### config.mk
export PLATFORM = sky130hd
export DESIGN_NAME = serial_frame_receiver_top
export DESIGN_NICKNAME = d
export VERILOG_FILES = /design/src/design/sfr_pkg.sv /design/src/design/serial_frame_receiver_top.sv
export SDC_FILE = /design/constraint.sdc
export NUM_CORES = 1
export LEC_CHECK = 0
export BUFFER_PORTS_ARGS = -buffer_cell sky130_fd_sc_hd__buf_2
export CAP_MARGIN = 25
export CORE_ASPECT_RATIO = 2
export CORE_MARGIN = 3
export CORE_UTILIZATION = 55
export CTS_CLUSTER_SIZE = 24
export DETAILED_ROUTE_END_ITERATION = 10
export GPL_TIMING_DRIVEN = 0
export PLACE_DENSITY_LB_ADDON = 0.2
export SYNTH_ARGS = -nofsm -noshare
export SYNTH_HDL_FRONTEND = slang
export SYNTH_SLANG_ARGS = --single-unit
### constraint.sdc
create_clock -name clk -period 9.2 [get_ports clk]
set_input_delay 0.92 -clock clk [delete_from_list [all_inputs] [get_ports clk]]
set_output_delay 0.92 -clock clk [all_outputs]
set_load 0.02 [all_outputs]
### src/design/sfr_pkg.sv
`timescale 1ns / 1ps
`default_nettype none
// ----------------------------------------------------------------------------
// sfr_pkg
// Constants and codes for the serial frame receiver.
// ----------------------------------------------------------------------------
package sfr_pkg;

  localparam logic [7:0] START_MARK = 8'hA5;
  localparam logic [7:0] END_MARK   = 8'hFA;

  localparam int BODY_LEN  = 22;   // long frame body length
  localparam int ID_FIRST  = 3;    // first identifier index in the body
  localparam int ID_COUNT  = 18;   // identifier bytes per long frame
  localparam int BODY_AW   = 5;    // body address width
  localparam int POS_W     = 5;    // identifier position width
  localparam int OUT_DATA_W = 56;  // 53 payload bits padded to bytes

  localparam logic [BODY_AW-1:0] BODY_LAST    = BODY_AW'(BODY_LEN - 1);
  localparam logic [POS_W-1:0]   ID_POS_LAST  = POS_W'(ID_COUNT - 1);
  localparam logic [BODY_AW-1:0] ID_FIRST_ADR = BODY_AW'(ID_FIRST);
  localparam logic [BODY_AW-1:0] HEAD0_ADR    = BODY_AW'(0);
  localparam logic [BODY_AW-1:0] HEAD2_ADR    = BODY_AW'(2);

  typedef enum logic [1:0] {
    KIND_COMMAND = 2'd0,
    KIND_STATUS  = 2'd1,
    KIND_ID      = 2'd2
  } event_kind_t;

  typedef struct packed {
    logic [2:0]       pad;
    logic [7:0]       header_third;
    logic [7:0]       header_first;
    logic [POS_W-1:0] id_position;
    logic [7:0]       id_byte;
    logic [7:0]       module_status;
    logic [7:0]       command_value;
    logic [7:0]       command_type;
  } out_data_t;

endpackage
`default_nettype wire

### src/design/serial_frame_receiver_top.sv
`timescale 1ns / 1ps
`default_nettype none
// ----------------------------------------------------------------------------
// serial_frame_receiver_top
// Watches a stream of received UART bytes for short command/status frames
// and collects long frames whose identifier bytes are read out one by one.
//
// Channel   Dir  Handshake              Payload
// s_*       in   s_tvalid/s_tready      s_tdata: rx_byte
// m_*       out  m_tvalid/m_tready      m_tdata/m_tuser/m_tlast: one result
//
// A byte that causes no long frame readout is simply accepted; its result,
// if any, sits in the output register. A byte that completes a good long
// frame is accepted, then makes 18 reads of the body memory,
// one identifier a cycle. The single body memory read port sets that pace.
// rst is synchronous; it clears the window, collection state and output.
// A stall on m_tready holds the readout and blocks new input bytes.
// ----------------------------------------------------------------------------
module serial_frame_receiver_top
  import sfr_pkg::*;
(
  input  wire logic                  clk,
  input  wire logic                  rst,
  input  wire logic                  s_tvalid,
  output logic                       s_tready,
  input  wire logic [7:0]            s_tdata,   // [7:0] rx_byte
  output logic                       m_tvalid,
  input  wire logic                  m_tready,
  // [7:0] command_type, [15:8] command_value, [23:16] module_status,
  // [31:24] id_byte, [36:32] id_position, [44:37] header_first,
  // [52:45] header_third, [55:53] zero
  output logic [OUT_DATA_W-1:0]      m_tdata,
  output logic [1:0]                 m_tuser,   // [1:0] event_kind
  output logic                       m_tlast
);

  typedef enum logic {
    ST_IDLE,
    ST_READ
  } state_t;

  state_t              state;
  logic [7:0]          win [4];     // win[0] oldest
  logic                collecting;
  logic [BODY_AW-1:0]  body_count;
  logic [7:0]          head0;
  logic [7:0]          head2;
  logic [POS_W-1:0]    q_pos;       // position of the byte in mem_q

  logic [7:0]          body_mem [BODY_LEN];
  logic [7:0]          mem_q;
  logic                rd_en;
  logic [BODY_AW-1:0]  rd_addr;
  logic                wr_en;

  logic                accept;
  logic                out_free;
  logic                cmd_hit;
  logic                stat_hit;
  logic                coll_eff;
  logic                start_hit;
  logic                id_go;
  logic [8:0]          sum9;
  out_data_t           res;

  assign out_free = !m_tvalid || m_tready;
  assign s_tready = (state == ST_IDLE) && out_free;
  assign accept   = s_tvalid && s_tready;

  assign sum9      = {1'b0, win[1]} + {1'b0, win[2]};
  assign cmd_hit   = (win[0] == START_MARK) && (s_tdata == END_MARK) &&
                     ({1'b0, win[3]} == sum9);
  // an A5..FA window suppresses the status test, whatever its checksum
  assign stat_hit  = !((win[0] == START_MARK) && (s_tdata == END_MARK)) &&
                     (win[2] == START_MARK) && (s_tdata == END_MARK);
  assign coll_eff  = collecting && !cmd_hit && !stat_hit;
  assign start_hit = (s_tdata == START_MARK) && !coll_eff;
  assign wr_en     = accept && coll_eff;
  assign id_go     = wr_en && (body_count == BODY_LAST) && (s_tdata == END_MARK);

  // writes only on accept; reads in readout and on the write of the last body byte
  always_comb begin
    rd_en   = 1'b0;
    rd_addr = ID_FIRST_ADR;
    if (id_go) begin
      rd_en = 1'b1;
    end else if (state == ST_READ && out_free && q_pos != ID_POS_LAST) begin
      rd_en   = 1'b1;
      rd_addr = BODY_AW'(q_pos) + ID_FIRST_ADR + BODY_AW'(1);
    end
  end

  always_ff @(posedge clk) begin
    if (wr_en) begin
      body_mem[body_count] <= s_tdata;
    end
    if (rd_en) begin
      mem_q <= body_mem[rd_addr];
    end
  end

  always_comb begin
    res               = '0;
    res.id_byte       = mem_q;
    res.id_position   = q_pos;
    res.header_first  = head0;
    res.header_third  = head2;
  end

  always_ff @(posedge clk) begin
    if (rst) begin
      state      <= ST_IDLE;
      win        <= '{default: 8'h00};
      collecting <= 1'b0;
      body_count <= '0;
      q_pos      <= '0;
      m_tvalid   <= 1'b0;
      m_tdata    <= '0;
      m_tuser    <= '0;
      m_tlast    <= 1'b0;
    end else begin
      case (state)
        ST_IDLE: begin
          if (accept && (cmd_hit || stat_hit)) begin
            m_tvalid <= 1'b1;
            m_tlast  <= 1'b1;
            if (cmd_hit) begin
              m_tuser <= KIND_COMMAND;
              m_tdata <= OUT_DATA_W'({win[2], win[1]});
            end else begin
              m_tuser <= KIND_STATUS;
              m_tdata <= OUT_DATA_W'({win[3], 16'h0000});
            end
          end else if (m_tready) begin
            m_tvalid <= 1'b0;
          end

          if (accept) begin
            win[0] <= win[1];
            win[1] <= win[2];
            win[2] <= win[3];
            win[3] <= s_tdata;

            if (start_hit) begin
              collecting <= 1'b1;
              body_count <= '0;
            end else if (coll_eff) begin
              if (body_count == HEAD0_ADR) begin
                head0 <= s_tdata;
              end
              if (body_count == HEAD2_ADR) begin
                head2 <= s_tdata;
              end
              if (body_count == BODY_LAST) begin
                collecting <= 1'b0;
                body_count <= '0;
                if (id_go) begin
                  state <= ST_READ;
                  q_pos <= '0;
                end
              end else begin
                body_count <= body_count + BODY_AW'(1);
              end
            end else begin
              collecting <= 1'b0;
              body_count <= '0;
            end
          end
        end
        ST_READ: begin
          if (out_free) begin
            m_tvalid <= 1'b1;
            m_tuser  <= KIND_ID;
            m_tdata  <= res;
            m_tlast  <= (q_pos == ID_POS_LAST);
            if (q_pos == ID_POS_LAST) begin
              state <= ST_IDLE;
            end else begin
              q_pos <= q_pos + POS_W'(1);
            end
          end
        end
        default: begin
          state <= ST_IDLE;
          if (m_tready) begin
            m_tvalid <= 1'b0;
          end
        end
      endcase
    end
  end

  // readout and input acceptance are exclusive
  a_no_accept_in_read: assert property (@(posedge clk) disable iff (rst)
    (state == ST_READ) |-> !s_tready)
    else $error("input accepted during identifier readout");

  // the last identifier of a frame is at the final position
  a_id_last_pos: assert property (@(posedge clk) disable iff (rst)
    (m_tvalid && m_tlast && m_tuser == KIND_ID) |-> (m_tdata[36:32] == ID_POS_LAST))
    else $error("identifier readout ended at the wrong position");

  // body count stays inside the body memory
  a_count_range: assert property (@(posedge clk) disable iff (rst)
    collecting |-> (body_count <= BODY_LAST))
    else $error("body count out of range");

  // a completed good long frame always starts a readout
  a_id_go_read: assert property (@(posedge clk) disable iff (rst)
    id_go |=> (state == ST_READ && q_pos == '0))
    else $error("long frame readout did not start");

endmodule
`default_nettype wire
==> impl_metrics.env <==
export IMPL_startpoint_type="flop"
export IMPL_cp_top_family="buffers and inverters"
export IMPL_synthCells=922
export IMPL_worstSkewPairLatency_ns=0.55
export IMPL_antenna_found_initial=0
export IMPL_finClkSkew_ns=0.03100
export IMPL_cts_path_max_buffers=3
export IMPL_cp_arrival_ns=5.11
export IMPL_initial_core_util=0.5600
export IMPL_grt_use_total=0.2684
export IMPL_layout_nets=1053
export IMPL_slew_headroom=0.3657
export IMPL_core_area_um2=21590
export IMPL_outcome="finished clean"
export IMPL_setup_viol=0
export IMPL_place_hpwl_um=23040
export IMPL_p_int_w=0.002072
export IMPL_drcViolationCount=0
export IMPL_cpPeakStageDelay_ns=0.70
export IMPL_fmax_ghz=0.2067
export IMPL_maxCapViolations=0
export IMPL_placedCellCount=1269
export IMPL_clock_sinks=301
export IMPL_root_buffer="clkbuf_16"
export IMPL_hold_depth=2
export IMPL_crit_required_ns=9.47
export IMPL_worstHoldPathType="flop to flop"
export IMPL_power_density_nw_per_um2=190.5
export IMPL_ys_ff_latch=301
export IMPL_syn_avg_cell_area_um2=13.11
export IMPL_cts_resized=0
export IMPL_setup_tns_ns=0
export IMPL_p_total_w=0.002601
export IMPL_swShare=0.2032
export IMPL_rsz0062_at_grt="false"
export IMPL_finalWirelength_um=32140
export IMPL_irDropWorstVdd_v=0.0001726
export IMPL_synth_flop_cell="edfxtp_1"
export IMPL_seq_power_share=0.557
export IMPL_grt_pass1_wl_um=48790
export IMPL_path_cells="clkbuf_1, clkinv_1, ha_1, and3_1, nor3_1, clkbuf_1, buf_2, nand2_1, nor3_1, a31oi_1"
export IMPL_crit_slowest_cell="nor3_1"
export IMPL_cp_end_kind="flop"
export IMPL_fin_crit_sh=0.5258
export IMPL_cts_setup_buffers=0
export IMPL_pre_cts_ws_ns=4.412
export IMPL_utilization=0.6326
export IMPL_clk_pin_slew_ns=0.07
export IMPL_io_buffers=68
export IMPL_die_area_um2=23900
export IMPL_die_y_um=215.7
export IMPL_grt_pass1_vias=8303
export IMPL_htreeDepth=1
export IMPL_postRouteAntennaNets=0
export IMPL_cts_tree="done"
export IMPL_power_frac_comb=0.025
export IMPL_drv_slew=0
export IMPL_globalplace_congestion=0.9670
export IMPL_seq_area_frac_synth=0.6641
export IMPL_p_leak_nw=4.710
export IMPL_overflow=0
export IMPL_yosys_warnings=0
export IMPL_syn_cell_area_um2=12090
export IMPL_setup_ws_ns=4.363
export IMPL_min_period_ns=4.837
export IMPL_final_cells=1316
export IMPL_synth_edf_count=200
export IMPL_layout_drive_gt1_share=0.1726
export IMPL_critPathBufInv=4
export IMPL_crit_cells=10
export IMPL_num_rows=76
export IMPL_tightest_slew_ns=0.9515
export IMPL_hold_viol=0
export IMPL_io_pin_count=73
export IMPL_num_antenna_cells=0
export IMPL_ys_types=66
export IMPL_r2r_cells=10
export IMPL_wire_per_inst_um=24.42
export IMPL_drtPass1Iterations=5
export IMPL_clkPwrFrac=0.418
export IMPL_viasPerCell=6.106
export IMPL_numCtsBuffers=25
export IMPL_die_w_um=110.8
export IMPL_syn_to_final_growth_pct=12.96
export IMPL_grt_max_degree=28
export IMPL_switchingPower_w=0.0005284
export IMPL_worstPathMaxFanout=10
export IMPL_ctsHoldBuffers=0
export IMPL_path_class="flop to flop"
export IMPL_async_reset_ff_frac=0
export IMPL_vias=8036
export IMPL_drt_iter0_markers=504
cell usage in the layout (no fill, tap or decap), drive strengths merged, types with 8 or more instances in the layout:
cell,n
nand2,123
nand4,11
dfxtp,101
nand3,17
mux2i,44
xor2,10
nor3,17
a31oi,10
xnor2,8
ha,16
a211oi,16
o221ai,18
o21ai,18
mux2,10
inv,9
a221o,8
a21oi,53
a22o,53
nor2,44
buf,98
clkbuf,72
edfxtp,200
through the flow:
step,instance area (um^2),hold WS [ns]
after global routing,13650,0.4742
after global placement,12780,0.4387
after detailed placement,12800,0.4505
after CTS,13650,0.4603
after floorplan,12100,0.4311
final,13650,0.4620
area by class of cell:
cell class              count  area (um^2)
clock inverters             9        75.07
flip-flops and latches    301         8028
clock buffers              37        774.5
well taps                 273        341.6
inverters                   8        30.03
repair buffers             73        367.9
fillers                  1656         7931
multi-input cells         555         3747
plain buffers              60        290.3
path summary, 6_finish.rpt:
path                                  to  slack, ns      from
worst max-delay path            mem_q[3]       4.36  q_pos[1]
worst min-delay path             win[30]       0.46   win[30]
worst max register to register  mem_q[3]       4.36  q_pos[1]
worst min register to register   win[30]       0.46   win[30]
routing by layer:
layer | global-route usage | vias to the layer above | wire length, um
met3 | 0.03283 | 114 | 1453
met2 | 0.5217 | 302 | 17910
met4 | 0.1710 | 0 | 2284
met5 | 0 | - | 0
met1 | 0.2599 | 3943 | 10490
li1 | - | 3677 | -
sequential cells by signal (all words and copies together) (netlist names):
name / cells
head0: 8
body_mem: 176
body_count: 5
state: 1
win: 32
m_tvalid: 1
m_tlast: 1
m_tdata: 53
mem_q: 8
collecting: 1
q_pos: 5
m_tuser: 2
head2: 8
power by group through the flow:
stage | sequential [W] | combinational (W) | clock [W]
final | 0.00145 | 0.0000649 | 0.00109
after global routing | 0.00145 | 0.0000695 | 0.00115
after CTS | 0.00145 | 0.0000642 | 0.00110
after detailed placement | 0.00148 | 0.0000639 | 0
after global placement | 0.00148 | 0.0000627 | 0
after floorplan | 0.00148 | 0.0000326 | 0
synth_stat cells (7+ instances only):
master,number,area (um^2)
xor2_1,10,87.58
a21oi_1,53,265.3
o221ai_1,18,157.7
mux2_2,10,112.6
xnor2_1,8,70.07
a22o_1,30,262.8
ha_1,16,200.2
o21ai_0,18,90.09
buf_2,7,35.03
buf_1,8,30.03
nor2_1,44,165.2
nand3_1,17,85.08
nor2b_1,7,43.79
mux2i_1,44,440.4
a31oi_1,10,62.56
clkbuf_1,35,131.4
edfxtp_1,200,6006
dfxtp_1,101,2022
inv_1,7,26.28
nand2_1,123,461.7
nand4_1,11,68.82
a221o_1,8,80.08
a211oi_1,15,112.6
nor3_1,16,80.08
a22o_2,23,230.2
worst min-delay path: stages, from the launching register on:
cell	delay, ns
dfxtp_1	0.31
nand2_1	0.05
a21oi_1	0.06
logic make-up (layout without fill, tap and decap cells):
family | after synthesis | in the layout | synth area share
flops | 301 | 301 | 0.6641
simple gates | 256 | 256 | 0.09864
compound gates | 202 | 202 | 0.1241
buf+inv | 68 | 187 | 0.02650
mux | 58 | 58 | 0.05320
xor+xnor | 19 | 19 | 0.01491
fa+ha+maj | 17 | 17 | 0.01822
other cells | 1 | 3 | 0.0003102
(Power assumes the default switching activity.)
